**src/hdl/cbd_pkg.sv**
```systemverilog
package cbd_pkg;

    localparam int unsigned MAX_CELLS_DEF = 18;

    localparam int unsigned VOLT_W = 16;
    localparam int unsigned NCELL_W = 5;
    localparam int unsigned MASK_W = 18;
    localparam int unsigned CFG_IDX_W = 2;
    localparam int unsigned CFG_DATA_W = 16;

    localparam logic [CFG_IDX_W-1:0] CFG_NUM_CELLS = 2'd0;
    localparam logic [CFG_IDX_W-1:0] CFG_THRESHOLD = 2'd1;
    localparam logic [CFG_IDX_W-1:0] CFG_MIN_BAL = 2'd2;

    localparam logic [NCELL_W-1:0] NUM_CELLS_RST = 5'd18;
    localparam logic [VOLT_W-1:0] THRESHOLD_RST = 16'd10;
    localparam logic [VOLT_W-1:0] MIN_BAL_RST = 16'd3000;
    localparam logic [VOLT_W-1:0] VOLT_ALL_ONES = 16'hFFFF;

    localparam int unsigned PC_W = 2;
    typedef logic [PC_W-1:0] t_pc;

    localparam t_pc PC_WAIT = 2'd0;
    localparam t_pc PC_CHECK = 2'd1;
    localparam t_pc PC_WALK_INIT = 2'd2;
    localparam t_pc PC_EMIT = 2'd3;

    typedef enum logic [1:0] {
        COND_START,
        COND_FULL,
        COND_LAST,
        COND_ALWAYS
    } t_cond;

    typedef struct packed {
        logic  idle;
        logic  walk_init;
        logic  emit;
        t_cond cond;
        t_pc   jump_pc;
        t_pc   next_pc;
    } t_uop;

    function automatic t_uop ucode_rom(input t_pc pc);
        t_uop u;
        u = '{idle: 1'b0, walk_init: 1'b0, emit: 1'b0, cond: COND_ALWAYS,
              jump_pc: PC_WAIT, next_pc: PC_WAIT};
        case (pc)
            PC_WAIT: begin
                u.idle = 1'b1;
                u.cond = COND_START;
                u.jump_pc = PC_CHECK;
                u.next_pc = PC_WAIT;
            end
            PC_CHECK: begin
                u.cond = COND_FULL;
                u.jump_pc = PC_WALK_INIT;
                u.next_pc = PC_WAIT;
            end
            PC_WALK_INIT: begin
                u.walk_init = 1'b1;
                u.cond = COND_ALWAYS;
                u.jump_pc = PC_EMIT;
                u.next_pc = PC_EMIT;
            end
            PC_EMIT: begin
                u.emit = 1'b1;
                u.cond = COND_LAST;
                u.jump_pc = PC_WAIT;
                u.next_pc = PC_EMIT;
            end
            default: begin
                u.cond = COND_ALWAYS;
            end
        endcase
        return u;
    endfunction

endpackage

```
**src/hdl/cell_balance_decider_top.sv**
```systemverilog
// Loading a cell voltage stores it in the wait state, then checks the round count in the check state.
// The beat that completes a round is followed by the check state and one setup state, then one
// result beat per loaded cell on consecutive cycles.
// The walk is paced by the single read port of the cell store. Results cannot be stalled.
// Synchronous active-low reset clears the round state and restores the register defaults.
module cell_balance_decider_top #(
    parameter int unsigned MAX_CELLS = cbd_pkg::MAX_CELLS_DEF
) (
    input  logic                            i_clk,
    input  logic                            i_rst_n,
    input  logic                            i_cfg_we,
    input  logic [cbd_pkg::CFG_IDX_W-1:0]   i_cfg_idx,
    input  logic [cbd_pkg::CFG_DATA_W-1:0]  i_cfg_data,
    input  logic                            start,
    output logic                            busy,
    input  logic [cbd_pkg::VOLT_W-1:0]      i_cell_voltage,
    output logic                            o_valid,
    output logic [cbd_pkg::NCELL_W-1:0]     o_cell_index,
    output logic                            o_discharge,
    output logic [cbd_pkg::VOLT_W-1:0]      o_min_voltage,
    output logic [cbd_pkg::VOLT_W-1:0]      o_max_voltage,
    output logic [cbd_pkg::MASK_W-1:0]      o_discharge_mask,
    output logic                            o_last_result
);
    import cbd_pkg::*;

    localparam int unsigned CW = $clog2(MAX_CELLS + 1);
    localparam int unsigned AW = (MAX_CELLS > 1) ? $clog2(MAX_CELLS) : 1;

    logic [VOLT_W-1:0] mem [MAX_CELLS];

    logic [NCELL_W-1:0] r_cfg_num;
    logic [VOLT_W-1:0]  r_cfg_thr;
    logic [VOLT_W-1:0]  r_cfg_minbal;

    t_pc               r_pc;
    logic [CW-1:0]     r_loaded;
    logic [VOLT_W-1:0] r_min;
    logic [VOLT_W-1:0] r_max;
    logic [MASK_W-1:0] r_mask;
    logic [AW-1:0]     r_k;
    logic [VOLT_W-1:0] r_rd_data;

    t_uop              uop;
    logic              cond_true;
    t_pc               n_pc;
    logic [5:0]        eff_count;
    logic              full;
    logic              last;
    logic [VOLT_W:0]   limit;
    logic              dis;
    logic [MASK_W-1:0] n_mask;
    logic              load;
    logic              rd_en;
    logic [AW-1:0]     rd_addr;

    assign uop = ucode_rom(r_pc);
    assign busy = !uop.idle;
    assign load = uop.idle && start;

    always_comb begin
        if (r_cfg_num == '0) begin
            eff_count = 6'd1;
        end else if ({1'b0, r_cfg_num} > 6'(MAX_CELLS)) begin
            eff_count = 6'(MAX_CELLS);
        end else begin
            eff_count = {1'b0, r_cfg_num};
        end
    end

    assign full = 6'(r_loaded) >= eff_count;
    assign last = (CW'(r_k) + CW'(1)) == r_loaded;

    always_comb begin
        case (uop.cond)
            COND_START:  cond_true = start;
            COND_FULL:   cond_true = full;
            COND_LAST:   cond_true = last;
            COND_ALWAYS: cond_true = 1'b1;
            default:     cond_true = 1'b1;
        endcase
        n_pc = cond_true ? uop.jump_pc : uop.next_pc;
    end

    assign limit = {1'b0, r_min} + {1'b0, r_cfg_thr};
    assign dis = (r_rd_data > r_cfg_minbal) && ({1'b0, r_rd_data} > limit);
    assign n_mask = r_mask | (MASK_W'(dis) << r_k);

    assign rd_en = uop.walk_init || (uop.emit && !last);
    assign rd_addr = uop.walk_init ? '0 : r_k + AW'(1);

    always_ff @(posedge i_clk) begin
        if (load && (r_loaded < CW'(MAX_CELLS))) begin
            mem[r_loaded[AW-1:0]] <= i_cell_voltage;
        end
        if (rd_en) begin
            r_rd_data <= mem[rd_addr];
        end
    end

    always_ff @(posedge i_clk) begin
        if (!i_rst_n) begin
            r_cfg_num <= NUM_CELLS_RST;
            r_cfg_thr <= THRESHOLD_RST;
            r_cfg_minbal <= MIN_BAL_RST;
            r_pc <= PC_WAIT;
            r_loaded <= '0;
            r_min <= VOLT_ALL_ONES;
            r_max <= '0;
            r_mask <= '0;
            r_k <= '0;
            o_valid <= 1'b0;
        end else begin
            if (i_cfg_we) begin
                case (i_cfg_idx)
                    CFG_NUM_CELLS: r_cfg_num <= i_cfg_data[NCELL_W-1:0];
                    CFG_THRESHOLD: r_cfg_thr <= i_cfg_data;
                    CFG_MIN_BAL:   r_cfg_minbal <= i_cfg_data;
                    default: begin
                    end
                endcase
            end
            r_pc <= n_pc;
            o_valid <= uop.emit;
            if (load) begin
                if (i_cell_voltage < r_min) begin
                    r_min <= i_cell_voltage;
                end
                if (i_cell_voltage > r_max) begin
                    r_max <= i_cell_voltage;
                end
                if (r_loaded < CW'(MAX_CELLS)) begin
                    r_loaded <= r_loaded + CW'(1);
                end
            end
            if (uop.walk_init) begin
                r_mask <= '0;
                r_k <= '0;
            end
            if (uop.emit) begin
                r_mask <= n_mask;
                r_k <= r_k + AW'(1);
                if (last) begin
                    r_loaded <= '0;
                    r_min <= VOLT_ALL_ONES;
                    r_max <= '0;
                end
            end
        end
    end

    always_ff @(posedge i_clk) begin
        if (uop.emit) begin
            o_cell_index <= NCELL_W'(r_k);
            o_discharge <= dis;
            o_min_voltage <= r_min;
            o_max_voltage <= r_max;
            o_discharge_mask <= n_mask;
            o_last_result <= last;
        end
    end

endmodule

```
**config.mk**
```make
export PLATFORM = sky130hd
export DESIGN_NAME = cell_balance_decider_top
export DESIGN_NICKNAME = d
export VERILOG_FILES = /design/src/hdl/cbd_pkg.sv /design/src/hdl/cell_balance_decider_top.sv
export SDC_FILE = /design/constraint.sdc
export NUM_CORES = 1
export LEC_CHECK = 0
export BUFFER_PORTS_ARGS = -buffer_cell sky130_fd_sc_hd__buf_2
export CAP_MARGIN = 20
export CORE_MARGIN = 8
export CORE_UTILIZATION = 55
export CTS_CLUSTER_DIAMETER = 100
export DETAILED_ROUTE_END_ITERATION = 6
export PLACE_DENSITY = 0.73
export SLEW_MARGIN = 20
export SYNTH_ARGS = -nofsm -noshare
export SYNTH_HDL_FRONTEND = slang
export SYNTH_SLANG_ARGS = --single-unit
```
**constraint.sdc**
```tcl
create_clock -name i_clk -period 7.5 [get_ports i_clk]
set_input_delay 1.5 -clock i_clk [delete_from_list [all_inputs] [get_ports i_clk]]
set_output_delay 1.5 -clock i_clk [all_outputs]
set_load 0.02 [all_outputs]
```
==> run_summary.xml, run 1 <==
<?xml version="1.0" encoding="UTF-8"?>
<metrics>
  <group name="clocking">
    <metric name="cts.repair.resized" unit="">0</metric>
    <metric name="tritoncts" unit="">done</metric>
    <metric name="clock_latency" unit="ns">0.59</metric>
    <metric name="number_of_setup_buffers_added_after_cts" unit="">0</metric>
    <metric name="depth_of_the_cts_h_tree" unit="">2</metric>
    <metric name="cts-hold-fix-buffers" unit="">0</metric>
    <metric name="cts.clk_slew.worst_paths" unit="ns">0.06</metric>
    <metric name="clockBufferDepth" unit="">3</metric>
    <metric name="cts_sink_cnt" unit="">461</metric>
    <metric name="cts_made_buffers" unit="">46</metric>
    <metric name="ctsRootBufferMaster" unit="">sky130_fd_sc_hd__clkbuf_16</metric>
  </group>
  <group name="critical_path">
    <metric name="criticalPathCategory" unit="">flop to flop</metric>
    <metric name="crit_required" unit="ns">7.87</metric>
    <metric name="delay_of_the_slowest_critical_path_stage" unit="ns">0.44</metric>
    <metric name="crit_chain" unit="">ha_1 &gt; fa_1 &gt; a211oi_1 &gt; o21ai_1 &gt; and3_1 &gt; o21ai_2 &gt; nand2b_1 &gt; a311oi_1 &gt; ha_1 &gt; nand3_1 &gt; nor4_1 &gt; and3_1 &gt; a211oi_2 &gt; o211ai_1 &gt; buf_4 &gt; o41ai_1</metric>
    <metric name="worstReg2RegStart" unit="">r_min[0]</metric>
    <metric name="worst_r2r_path_depth" unit="">16</metric>
    <metric name="rr_endpoint" unit="">o_discharge_mask[10]</metric>
    <metric name="crit_fanout" unit="">21</metric>
    <metric name="critical-path-slowest-cell" unit="">sky130_fd_sc_hd__fa_1</metric>
    <metric name="data_arrival_at_the_endpoint_of_the_critical_path" unit="ns">4.66</metric>
    <metric name="rrSetupSlack" unit="ns">3.21</metric>
    <metric name="critPathLaunchType" unit="">flop</metric>
    <metric name="crit_path_capture_type" unit="">flop</metric>
  </group>
  <group name="yosys">
    <metric name="synth.cell_area" unit="mm²">0.0201</metric>
    <metric name="synth_top_area_share" unit="">0.538</metric>
    <metric name="netlist_instances" unit="">1511</metric>
    <metric name="post_synth_main_area_contributors" unit="">sky130_fd_sc_hd__edfxtp_1 54%, sky130_fd_sc_hd__dfxtp_1 9.9%, sky130_fd_sc_hd__ha_1 5.9%</metric>
    <metric name="synth_warnings" unit="">0</metric>
    <metric name="synth_sequential_area_ratio" unit="">0.637</metric>
    <metric name="mappedNetlistNets" unit="">1645</metric>
    <metric name="async_flop_share" unit="">0</metric>
    <metric name="yosysTopAreaCell" unit="">sky130_fd_sc_hd__edfxtp_1</metric>
    <metric name="yosys_most_used_dff" unit="">sky130_fd_sc_hd__edfxtp_1</metric>
    <metric name="syn_area_per_cell" unit="µm²">13.3</metric>
    <metric name="yosys_register_bits" unit="">461</metric>
    <metric name="post_synthesis_cell_type_count" unit="">69</metric>
    <metric name="synth_enable_flop_cells" unit="">361</metric>
  </group>
  <group name="global_route">
    <metric name="grt_max_degree" unit="">52</metric>
    <metric name="first_global_vias" unit="">13000</metric>
    <metric name="overflow" unit="">0</metric>
    <metric name="grt_first_pass_wirelength" unit="mm">74.9</metric>
    <metric name="antenna_found_initial" unit="">1</metric>
    <metric name="grtUsageTotal" unit="">0.222</metric>
  </group>
  <group name="sta">
    <metric name="worst_hold_slack" unit="ns">0.450</metric>
    <metric name="worst-slew-pin-transition" unit="ns">1.04</metric>
    <metric name="slew_violations" unit="">0</metric>
    <metric name="finalSetupViolations" unit="">0</metric>
    <metric name="finalCritPeriodShare" unit="">0.572</metric>
    <metric name="relSlewSlack" unit="">0.308</metric>
    <metric name="layout_min_cycle_time" unit="ns">4.29</metric>
    <metric name="setup_tns" unit="ns">0</metric>
    <metric name="rsz0062_at_grt" unit="">no</metric>
    <metric name="worst_clock_skew" unit="ns">0.0221</metric>
    <metric name="achievable-frequency" unit="GHz">0.233</metric>
    <metric name="fin_ws" unit="ns">3.21</metric>
    <metric name="finalHoldViolations" unit="">0</metric>
  </group>
  <group name="final_layout">
    <metric name="layout.cells.most_common" unit="">sky130_fd_sc_hd__edfxtp_1</metric>
    <metric name="filler_instances" unit="">2669</metric>
    <metric name="post-route-util" unit="">0.625</metric>
    <metric name="final_cell_mix" unit="">361 x sky130_fd_sc_hd__edfxtp_1, 172 x sky130_fd_sc_hd__nand2_1, 99 x sky130_fd_sc_hd__dfxtp_1, 96 x sky130_fd_sc_hd__buf_2, 94 x sky130_fd_sc_hd__ha_1</metric>
    <metric name="drive_above_1_share" unit="">0.172</metric>
    <metric name="area_delta_synth_final" unit="%">12.7</metric>
    <metric name="finalNetCount" unit="">1737</metric>
  </group>
  <group name="power_and_ir_drop">
    <metric name="report.power.total" unit="µW">7130</metric>
    <metric name="vdd_drop_max" unit="mV">0.235</metric>
    <metric name="total_leakage_power" unit="µW">0.00809</metric>
    <metric name="power-per-cell-area" unit="mW/mm²">314</metric>
  </group>
  <group name="detailed_routing">
    <metric name="drc_errors" unit="">0</metric>
    <metric name="drt-wirelength-per-cell" unit="µm">22.8</metric>
    <metric name="vias_per_cell" unit="">6.14</metric>
    <metric name="detail_route.first_pass.iterations" unit="">5</metric>
    <metric name="routed-via-count" unit="">13000</metric>
    <metric name="wire_length_after_detailed_routing" unit="mm">48.1</metric>
    <metric name="final_antenna_net_count" unit="">0</metric>
    <metric name="drt-initial-drc-count" unit="">1210</metric>
  </group>
  <group name="die">
    <metric name="design.portCount" unit="">97</metric>
    <metric name="die_w" unit="µm">207</metric>
    <metric name="die_area" unit="mm²">0.0430</metric>
    <metric name="row_count" unit="">70</metric>
    <metric name="core_area" unit="mm²">0.0363</metric>
    <metric name="initial_utilization" unit="">0.554</metric>
    <metric name="die_height" unit="µm">207</metric>
  </group>
  <group name="worst_hold_path">
    <metric name="worstHoldEndpoint" unit="">r_mask[13]</metric>
    <metric name="hold_path_depth" unit="">2</metric>
    <metric name="worst_hold_startpoint" unit="">r_mask[13]</metric>
    <metric name="min_delay_path_class" unit="">flop to flop</metric>
  </group>
  <group name="placement">
    <metric name="final_weighted_congestion_in_routability_driven_placement" unit="">0.885</metric>
    <metric name="place.port_buffers" unit="">96</metric>
    <metric name="preCtsSetupSlack" unit="ns">3.25</metric>
    <metric name="hpwlAfterDp" unit="mm">31.4</metric>
  </group>
  <group name="run">
    <metric name="max-cap-violations" unit="">0</metric>
  </group>
  <group name="outcome">
    <metric name="outcome" unit="">complete, no violations</metric>
  </group>
</metrics>
==> synthesized netlist by cell type, types with 11 or more instances <==
master                       n
sky130_fd_sc_hd__o211ai_1   11
sky130_fd_sc_hd__ha_1       95
sky130_fd_sc_hd__nor2_1     53
sky130_fd_sc_hd__inv_1      76
sky130_fd_sc_hd__a31oi_1    28
sky130_fd_sc_hd__mux2_2     17
sky130_fd_sc_hd__mux2i_1    16
sky130_fd_sc_hd__o22ai_1    25
sky130_fd_sc_hd__edfxtp_1  361
sky130_fd_sc_hd__nor3_1     11
sky130_fd_sc_hd__nand2_1   172
sky130_fd_sc_hd__nand3_1    64
sky130_fd_sc_hd__o21bai_1   14
sky130_fd_sc_hd__clkbuf_1   48
sky130_fd_sc_hd__mux4_2     39
sky130_fd_sc_hd__o21ai_0    75
sky130_fd_sc_hd__a21boi_0   23
sky130_fd_sc_hd__dfxtp_1   100
sky130_fd_sc_hd__nand2b_1   12
sky130_fd_sc_hd__buf_2      14
sky130_fd_sc_hd__a21oi_1    50
sky130_fd_sc_hd__o221ai_1   23
sky130_fd_sc_hd__o41ai_1    17
==> critical path, delay by kind of cell, from the launching register on <==
| family | cells | cell delay (ns) |
|---|---|---|
| AND/OR/NAND/NOR | 5 | 0.66 |
| buffers and inverters | 1 | 0.24 |
| adder cells (fa/ha/maj) | 3 | 0.97 |
| AO/OA/AOI/OAI | 7 | 1.89 |
| flip-flops | 1 | 0.33 |
==> worst max path at each step <==
stage,startpoint,to,slack (ns),cells past startpoint
floorplan,start,mem[12][0],3.78,4
global placement,r_min[0],o_discharge_mask[10],3.36,16
detailed placement,i_cell_voltage[4],r_min[10],3.25,7
CTS,r_min[0],o_discharge_mask[10],3.25,16
global route,r_min[0],o_discharge_mask[10],2.74,16
finish,r_min[0],o_discharge_mask[10],3.21,16
==> per-stage QoR <==
step / cell area [µm²] / std cells
global placement: 21100 / 2022
global route: 22700 / 2109
detailed placement: 21100 / 2022
finish: 22700 / 2110
floorplan: 20100 / 1511
CTS: 22700 / 2108
==> power breakdown <==
| group | switching (µW) | leakage [µW] | internal, µW |
|---|---|---|---|
| Combinational | 1050 | 0.00322 | 646 |
| Sequential | 124 | 0.00410 | 2970 |
| Clock | 966 | 0.000760 | 1380 |
==> registers in the layout (all words and copies together), names as in the netlist <==
signal,count
mem,288
o_discharge_mask,18
r_mask,18
o_max_voltage,16
o_min_voltage,16
r_cfg_minbal,16
r_cfg_thr,16
r_max,16
r_min,16
r_rd_data,16
o_cell_index,5
r_cfg_num,5
r_k,5
r_loaded,5
r_pc,2
o_discharge,1
o_last_result,1
o_valid,1
==> cell families (layout without fill, tap and decap cells) <==
family | after synthesis | in the layout | share of synthesized area
other | 0 | 1 | 0
xor gates and xnor gates | 22 | 22 | 0.0113
DFF | 461 | 461 | 0.637
buffers and inverters | 151 | 281 | 0.0314
and+or+nand+nor | 370 | 370 | 0.0858
muxes | 72 | 72 | 0.0610
adders and majority gates | 97 | 97 | 0.0605
AOI/OAI and AO/OA | 338 | 338 | 0.113
==> routing by layer <==
layer	up-vias	GRT usage	wire length [µm]
met5	-	0	0
met4	0	0.0791	1490
met3	95	0.0412	3670
met2	545	0.364	23100
met1	6360	0.295	19800
li1	5960	-	-
==> area by class of cell <==
| cell class | instances | area [µm²] | area share |
|---|---|---|---|
| sequential | 461 | 12800 | 0.566 |
| multi-input combinational | 899 | 6780 | 0.299 |
| clock buffer | 68 | 1370 | 0.0603 |
| timing repair buffer | 117 | 638 | 0.0281 |
| tap | 468 | 586 | 0.0258 |
| inverter | 78 | 293 | 0.0129 |
| clock inverter | 18 | 190 | 0.00838 |
| antenna | 1 | 2.50 | 0.000110 |
(Power assumes the default switching activity.)
==> run 2, diff against run 1 <==
PLACE_DENSITY = 0.75   (was 0.73)
clock period = 3.6 ns   (was 7.5 ns; I/O delays follow)
==> run 2 against run 1 <==
  * The flow now finishes with violations (setup timing)
  * Combinational power increased to 2.6 times the previous value
  * Register-to-register slack worse by 3.4 ns
  * Critical endpoint is now r_mask[3]
  * Clock power grew 93%
  * Hold slack got worse by 0.057 ns
  * Die area did not move
  * Maximum frequency rose by 12%
  * Critical path depth increased by 1
==> run_summary.xml, run 2 (synthesis results as in run 1) <==
<?xml version="1.0" encoding="UTF-8"?>
<metrics>
  <group name="global_route">
    <metric name="overflow" unit="">0</metric>
    <metric name="first_global_vias" unit="">13400</metric>
    <metric name="met2_usage_grt" unit="">0.373</metric>
    <metric name="grtUsageMet1" unit="">0.302</metric>
    <metric name="grt_first_pass_wirelength" unit="mm">77.4</metric>
    <metric name="gr-max-usage-layer" unit="">met2</metric>
    <metric name="use_met3" unit="">0.0415</metric>
    <metric name="grt_max_degree" unit="">51</metric>
    <metric name="grtUsageTotal" unit="">0.229</metric>
    <metric name="antenna_found_initial" unit="">1</metric>
  </group>
  <group name="worst_hold_path">
    <metric name="min_delay_path_class" unit="">primary input to flop</metric>
  </group>
  <group name="final_layout">
    <metric name="filler_instances" unit="">2619</metric>
    <metric name="area_delta_synth_final" unit="%">16.2</metric>
    <metric name="postLayoutCellArea" unit="mm²">0.0234</metric>
    <metric name="drive_above_1_share" unit="">0.224</metric>
    <metric name="finalNetCount" unit="">1818</metric>
    <metric name="final_cell_mix" unit="">361 x sky130_fd_sc_hd__edfxtp_1, 172 x sky130_fd_sc_hd__nand2_1, 98 x sky130_fd_sc_hd__buf_4, 97 x sky130_fd_sc_hd__buf_2, 97 x sky130_fd_sc_hd__dfxtp_1</metric>
    <metric name="largest_register_ff_count" unit="">288</metric>
    <metric name="post-route-util" unit="">0.644</metric>
    <metric name="layout.cells.most_common" unit="">sky130_fd_sc_hd__edfxtp_1</metric>
    <metric name="num_antenna_cells" unit="">0</metric>
  </group>
  <group name="detailed_routing">
    <metric name="final_antenna_net_count" unit="">0</metric>
    <metric name="wire_length_after_detailed_routing" unit="mm">49.8</metric>
    <metric name="routed-via-count" unit="">13400</metric>
    <metric name="drt-initial-drc-count" unit="">1292</metric>
    <metric name="vias_per_cell" unit="">6.11</metric>
    <metric name="drt-wirelength-per-cell" unit="µm">22.8</metric>
    <metric name="drc_errors" unit="">0</metric>
    <metric name="detail_route.first_pass.iterations" unit="">6</metric>
  </group>
  <group name="sta">
    <metric name="worst_clock_skew" unit="ns">0.0306</metric>
    <metric name="worst_hold_slack" unit="ns">0.393</metric>
    <metric name="fin_ws" unit="ns">-0.239</metric>
    <metric name="finalSetupViolations" unit="">35</metric>
    <metric name="relSlewSlack" unit="">0.373</metric>
    <metric name="slew_violations" unit="">0</metric>
    <metric name="rsz0062_at_grt" unit="">yes</metric>
    <metric name="layout_min_cycle_time" unit="ns">3.84</metric>
    <metric name="finalHoldViolations" unit="">0</metric>
    <metric name="achievable-frequency" unit="GHz">0.260</metric>
    <metric name="finalCritPeriodShare" unit="">1.07</metric>
    <metric name="worst-slew-pin-transition" unit="ns">0.938</metric>
  </group>
  <group name="clocking">
    <metric name="depth_of_the_cts_h_tree" unit="">2</metric>
    <metric name="ctsRootBufferMaster" unit="">sky130_fd_sc_hd__clkbuf_16</metric>
    <metric name="cts_sink_cnt" unit="">461</metric>
    <metric name="cts_made_buffers" unit="">45</metric>
    <metric name="cts.clk_slew.worst_paths" unit="ns">0.06</metric>
    <metric name="tritoncts" unit="">done</metric>
    <metric name="clock_latency" unit="ns">0.58</metric>
    <metric name="clockBufferDepth" unit="">3</metric>
  </group>
  <group name="power_and_ir_drop">
    <metric name="power-per-cell-area" unit="mW/mm²">654</metric>
    <metric name="net-switching-power" unit="µW">4720</metric>
    <metric name="clock_network_fraction_of_total_power" unit="">0.295</metric>
    <metric name="total_leakage_power" unit="µW">0.00852</metric>
    <metric name="pwr-share-seq" unit="">0.417</metric>
    <metric name="power_switching_share" unit="">0.308</metric>
    <metric name="vdd_drop_max" unit="mV">0.434</metric>
    <metric name="share_comb_of_total_power" unit="">0.288</metric>
    <metric name="intPower" unit="µW">10600</metric>
  </group>
  <group name="outcome">
    <metric name="failed_checks" unit="">setup timing</metric>
    <metric name="outcome" unit="">complete, but fails checks</metric>
  </group>
  <group name="critical_path">
    <metric name="crit_fanout" unit="">6</metric>
    <metric name="crit_required" unit="ns">4.08</metric>
    <metric name="data_arrival_at_the_endpoint_of_the_critical_path" unit="ns">4.32</metric>
    <metric name="criticalPathCategory" unit="">flop to flop</metric>
    <metric name="crit_path_capture_type" unit="">flop</metric>
    <metric name="critPathLaunchType" unit="">flop</metric>
  </group>
  <group name="die">
    <metric name="design.portCount" unit="">97</metric>
    <metric name="die_height" unit="µm">207</metric>
    <metric name="die_w" unit="µm">207</metric>
    <metric name="row_count" unit="">70</metric>
    <metric name="core_area" unit="mm²">0.0363</metric>
    <metric name="initial_utilization" unit="">0.554</metric>
    <metric name="die_area" unit="mm²">0.0430</metric>
  </group>
  <group name="run">
    <metric name="max-cap-violations" unit="">0</metric>
  </group>
  <group name="placement">
    <metric name="hpwlAfterDp" unit="mm">33.2</metric>
    <metric name="dpl_cell_area" unit="mm²">0.0217</metric>
    <metric name="final_weighted_congestion_in_routability_driven_placement" unit="">0.890</metric>
    <metric name="place.port_buffers" unit="">96</metric>
    <metric name="preCtsSetupSlack" unit="ns">-0.406</metric>
  </group>
</metrics>
==> run 2: cell count changes in the layout (fill, tap and decap cells not counted), sizes merged <==
cell | previous run | this run
clkbuf | 68 | 59
clkinvlp | 1 | 0
inv | 77 | 79
clkinv | 15 | 18
buf | 117 | 199
diode | 1 | 0
==> run 2: routing by layer <==
layer  wire (µm)  vias to the layer above
met5           0                        -
met4        1940                        0
met1       20500                     6546
met3        3940                      109
met2       23500                      596
li1            -                     6112
==> run 2: cell type report <==
| cell class | count | area (µm²) | share of cell area |
|---|---|---|---|
| well taps | 468 | 586 | 0.0250 |
| flip-flops and latches | 461 | 12800 | 0.549 |
| repair buffers | 199 | 1270 | 0.0544 |
| clock inverters | 22 | 201 | 0.00860 |
| clock buffers | 59 | 1200 | 0.0512 |
| inverters | 78 | 293 | 0.0125 |
| multi-input cells | 899 | 7020 | 0.300 |
==> run 2: power by group through the flow <==
stage	registers (µW)	clock network [µW]	logic [µW]
after floorplan	6480	0	2540
after global placement	6480	0	3830
after detailed placement	6500	0	3950
after CTS	6390	4590	4140
after global routing	6420	4810	4800
final	6390	4520	4410
==> run 2: worst paths after layout <==
kind                                         end  depth (start not counted)  slack [ns]     startpoint
worst max-delay path                   r_mask[3]                         17       -0.24   r_cfg_thr[0]
worst min-delay path             r_cfg_minbal[9]                          3        0.39  i_cfg_data[9]
worst max register to register         r_mask[3]                         17       -0.24   r_cfg_thr[0]
worst min register to register  o_max_voltage[1]                          0        0.45       r_max[1]
==> run 2: critical path: stages, from the launching register on <==
cell                       delay [ns]
sky130_fd_sc_hd__dfxtp_2         0.34
sky130_fd_sc_hd__ha_4            0.16
sky130_fd_sc_hd__fa_2            0.37
sky130_fd_sc_hd__a211oi_4        0.25
sky130_fd_sc_hd__o21ai_2         0.11
sky130_fd_sc_hd__and3_4          0.20
sky130_fd_sc_hd__o21ai_4         0.16
sky130_fd_sc_hd__nor4b_4         0.23
sky130_fd_sc_hd__a311oi_2        0.06
sky130_fd_sc_hd__ha_1            0.35
sky130_fd_sc_hd__nand3_2         0.12
sky130_fd_sc_hd__nor4_4          0.34
sky130_fd_sc_hd__a221oi_2        0.12
sky130_fd_sc_hd__o21ai_2         0.11
sky130_fd_sc_hd__o211ai_1        0.17
sky130_fd_sc_hd__buf_4           0.21
sky130_fd_sc_hd__buf_6           0.13
sky130_fd_sc_hd__o41ai_2         0.32
==> run 2: through the flow <==
stage | instances | power, µW | setup TNS, ns
global route | 2186 | 16000 | -10.59
CTS | 2183 | 15100 | -3.06
global placement | 2099 | 10300 | -6.43
finish | 2186 | 15300 | -4.55
floorplan | 1511 | 9020 | 0
detailed placement | 2099 | 10500 | -9.79
==> run 2: repair_timing <==
action,CTS,global route
pin swaps,30,25
hold buffers,0,0
setup endpoints to repair,37,37
buffers inserted,3,3
cloned,1,0
gates resized for setup,26,25
==> run 3, diff against run 2 <==
CORE_ASPECT_RATIO = 0.6   (was not set)
==> run 3 against run 2 <==
  * The flow still finishes with violations (setup timing)
  * Non-clock buffer count rose by 3
  * Maximum frequency fell by 4.2%
  * Global-route usage is 1.6 points higher
  * Via count up 3.1%
  * Total power up 2.3%
  * Routed wire length up 9.1%
  * Largest cell class unchanged
==> run_summary.xml, run 3 (synthesis results as in run 1) <==
<?xml version="1.0" encoding="UTF-8"?>
<metrics>
  <group name="clocking">
    <metric name="cts_sink_cnt" unit="">461</metric>
    <metric name="cts.clk_slew.worst_paths" unit="ns">0.06</metric>
    <metric name="clockBufferDepth" unit="">3</metric>
    <metric name="cts-hold-fix-buffers" unit="">0</metric>
    <metric name="clock_latency" unit="ns">0.56</metric>
    <metric name="tritoncts" unit="">done</metric>
    <metric name="ctsRootBufferMaster" unit="">sky130_fd_sc_hd__clkbuf_16</metric>
    <metric name="cts_made_buffers" unit="">43</metric>
    <metric name="depth_of_the_cts_h_tree" unit="">2</metric>
  </group>
  <group name="worst_hold_path">
    <metric name="worst_hold_startpoint" unit="">i_cfg_data[9]</metric>
    <metric name="min_delay_path_class" unit="">primary input to flop</metric>
  </group>
  <group name="final_layout">
    <metric name="drive_above_1_share" unit="">0.225</metric>
    <metric name="final_cell_mix" unit="">361 x sky130_fd_sc_hd__edfxtp_1, 172 x sky130_fd_sc_hd__nand2_1, 100 x sky130_fd_sc_hd__buf_4, 97 x sky130_fd_sc_hd__dfxtp_1, 96 x sky130_fd_sc_hd__buf_2</metric>
    <metric name="area_delta_synth_final" unit="%">16.8</metric>
    <metric name="layout.cells.most_common" unit="">sky130_fd_sc_hd__edfxtp_1</metric>
    <metric name="largest_register_ff_count" unit="">288</metric>
    <metric name="finish.cell_count_without_fillers" unit="">2195</metric>
    <metric name="post-route-util" unit="">0.650</metric>
    <metric name="finalNetCount" unit="">1819</metric>
  </group>
  <group name="sta">
    <metric name="setup_tns" unit="ns">-10.81</metric>
    <metric name="finalSetupViolations" unit="">37</metric>
    <metric name="finalCritPeriodShare" unit="">1.11</metric>
    <metric name="layout_min_cycle_time" unit="ns">4.01</metric>
    <metric name="worst_clock_skew" unit="ns">0.0249</metric>
    <metric name="worst-slew-pin-transition" unit="ns">1.04</metric>
    <metric name="finalHoldViolations" unit="">0</metric>
    <metric name="slew_violations" unit="">0</metric>
    <metric name="fin_ws" unit="ns">-0.406</metric>
    <metric name="achievable-frequency" unit="GHz">0.250</metric>
    <metric name="worst_hold_slack" unit="ns">0.413</metric>
    <metric name="rsz0062_at_grt" unit="">yes</metric>
    <metric name="relSlewSlack" unit="">0.309</metric>
  </group>
  <group name="power_and_ir_drop">
    <metric name="power-per-cell-area" unit="mW/mm²">666</metric>
    <metric name="total_leakage_power" unit="µW">0.00859</metric>
    <metric name="report.power.total" unit="µW">15700</metric>
    <metric name="vdd_drop_max" unit="mV">0.455</metric>
  </group>
  <group name="placement">
    <metric name="final_weighted_congestion_in_routability_driven_placement" unit="">0.925</metric>
    <metric name="hpwlAfterDp" unit="mm">37.8</metric>
    <metric name="place.port_buffers" unit="">96</metric>
    <metric name="dpl.cell_count" unit="">2110</metric>
  </group>
  <group name="detailed_routing">
    <metric name="drc_errors" unit="">0</metric>
    <metric name="routed-via-count" unit="">13800</metric>
    <metric name="vias_per_cell" unit="">6.28</metric>
    <metric name="final_antenna_net_count" unit="">0</metric>
    <metric name="drt-initial-drc-count" unit="">1745</metric>
    <metric name="wire_length_after_detailed_routing" unit="mm">54.4</metric>
    <metric name="drt-wirelength-per-cell" unit="µm">24.8</metric>
    <metric name="detail_route.first_pass.iterations" unit="">5</metric>
  </group>
  <group name="die">
    <metric name="die_height" unit="µm">164</metric>
    <metric name="row_count" unit="">54</metric>
    <metric name="core_area" unit="mm²">0.0362</metric>
    <metric name="design.portCount" unit="">97</metric>
    <metric name="initial_utilization" unit="">0.556</metric>
    <metric name="die_w" unit="µm">263</metric>
    <metric name="die_area" unit="mm²">0.0432</metric>
  </group>
  <group name="critical_path">
    <metric name="critical_path.startpoint" unit="">r_cfg_thr[6]</metric>
    <metric name="worstReg2RegStart" unit="">r_cfg_thr[6]</metric>
    <metric name="data_arrival_at_the_endpoint_of_the_critical_path" unit="ns">4.31</metric>
    <metric name="crit_path_capture_type" unit="">flop</metric>
    <metric name="critPathLaunchType" unit="">flop</metric>
    <metric name="crit_chain" unit="">ha_1 &gt; a211oi_2 &gt; o211ai_1 &gt; nand3_1 &gt; nand2b_1 &gt; a41oi_1 &gt; xor2_1 &gt; ha_1 &gt; nand4_1 &gt; buf_4 &gt; a21oi_1 &gt; a211oi_1 &gt; o21ai_2 &gt; o211ai_1 &gt; buf_4 &gt; buf_12 &gt; o31ai_4</metric>
    <metric name="cp_top_family" unit="">compound AO/OA/AOI/OAI gates</metric>
    <metric name="critical-path-slowest-cell" unit="">sky130_fd_sc_hd__a211oi_2</metric>
    <metric name="rr_endpoint" unit="">o_discharge_mask[11]</metric>
    <metric name="crit_required" unit="ns">3.91</metric>
    <metric name="delay_of_the_slowest_critical_path_stage" unit="ns">0.35</metric>
    <metric name="worst_setup_endpoint" unit="">o_discharge_mask[11]</metric>
    <metric name="worst_r2r_path_depth" unit="">17</metric>
    <metric name="crit_fanout" unit="">5</metric>
    <metric name="worstSetupPathDepth" unit="">17</metric>
    <metric name="criticalPathCategory" unit="">flop to flop</metric>
    <metric name="rrSetupSlack" unit="ns">-0.41</metric>
    <metric name="cp.buffers_inverters" unit="">3</metric>
  </group>
  <group name="global_route">
    <metric name="grtUsageTotal" unit="">0.245</metric>
    <metric name="grt_max_degree" unit="">49</metric>
    <metric name="grt_first_pass_wirelength" unit="mm">81.1</metric>
    <metric name="first_global_vias" unit="">13500</metric>
    <metric name="antenna_found_initial" unit="">3</metric>
    <metric name="overflow" unit="">0</metric>
  </group>
  <group name="run">
    <metric name="max-cap-violations" unit="">0</metric>
  </group>
  <group name="outcome">
    <metric name="failed_checks" unit="">setup timing</metric>
    <metric name="outcome" unit="">complete, but fails checks</metric>
  </group>
</metrics>
run 3: changes by cell type in the layout (fill, tap and decap cells not counted), moves of 2 or more:
cell / previous run / this run
sky130_fd_sc_hd__clkinv_1: 10 / 7
sky130_fd_sc_hd__buf_4: 98 / 100
sky130_fd_sc_hd__bufinv_16: 3 / 7
sky130_fd_sc_hd__clkinvlp_4: 0 / 3
sky130_fd_sc_hd__o2111ai_4: 2 / 0
sky130_fd_sc_hd__o2111ai_2: 0 / 2
sky130_fd_sc_hd__o41ai_2: 9 / 7
sky130_fd_sc_hd__clkbuf_1: 12 / 7
run 3: worst register-to-register path: stages (launching register included):
cell                       delay (ns)
sky130_fd_sc_hd__dfxtp_1         0.31
sky130_fd_sc_hd__ha_1            0.34
sky130_fd_sc_hd__a211oi_2        0.35
sky130_fd_sc_hd__o211ai_1        0.19
sky130_fd_sc_hd__nand3_1         0.16
sky130_fd_sc_hd__nand2b_1        0.17
sky130_fd_sc_hd__a41oi_1         0.29
sky130_fd_sc_hd__xor2_1          0.23
sky130_fd_sc_hd__ha_1            0.29
sky130_fd_sc_hd__nand4_1         0.18
sky130_fd_sc_hd__buf_4           0.15
sky130_fd_sc_hd__a21oi_1         0.04
sky130_fd_sc_hd__a211oi_1        0.32
sky130_fd_sc_hd__o21ai_2         0.12
sky130_fd_sc_hd__o211ai_1        0.19
sky130_fd_sc_hd__buf_4           0.24
sky130_fd_sc_hd__buf_12          0.15
sky130_fd_sc_hd__o31ai_4         0.06
run 3: power breakdown:
| part | switching, µW | internal [µW] |
|---|---|---|
| logic | 2630 | 1860 |
| clock network | 1980 | 2790 |
| registers | 231 | 6180 |
| total | 4830 | 10800 |
run 3: what timing repair did:
item	4_1_cts	5_1_grt
buffers inserted	2	3
setup endpoints to repair	37	37
cloned	0	2
hold endpoints to repair	0	0
gates resized for setup	25	22
pin swaps	15	18
run 3: cell type report:
cell class / instances / area (µm²)
Sequential cell: 461 / 12800
Inverter: 78 / 293
Clock buffer: 53 / 1150
Timing Repair Buffer: 202 / 1340
Tap cell: 476 / 596
Fill cell: 2570 / 12700
Multi-Input combinational cell: 899 / 6970
Antenna cell: 1 / 2.50
Clock inverter: 25 / 320
run 3: worst min-delay path by stage:
stage	endpoint	slack, ns	depth (start not counted)
2_1_floorplan	r_mask[0]	0.41	2
3_3_place_gp	r_mask[10]	0.43	2
3_5_place_dp	o_max_voltage[8]	0.44	0
4_1_cts	r_cfg_minbal[9]	0.40	3
5_1_grt	r_cfg_thr[12]	0.44	3
6_report	r_cfg_minbal[9]	0.41	3
run 3: metrics by stage:
step / area [µm²] / worst slack [ns]
after floorplan: 20200 / 0.0147
after global placement: 21700 / -0.286
after detailed placement: 21700 / -0.422
after CTS: 23300 / -0.217
after global routing: 23500 / -0.507
final: 23500 / -0.406
run 3: metal layers:
layer	track usage	routed length, µm
met5	0	23
met4	0.0624	1230
met3	0.0795	6880
met1	0.351	23000
met2	0.359	23200
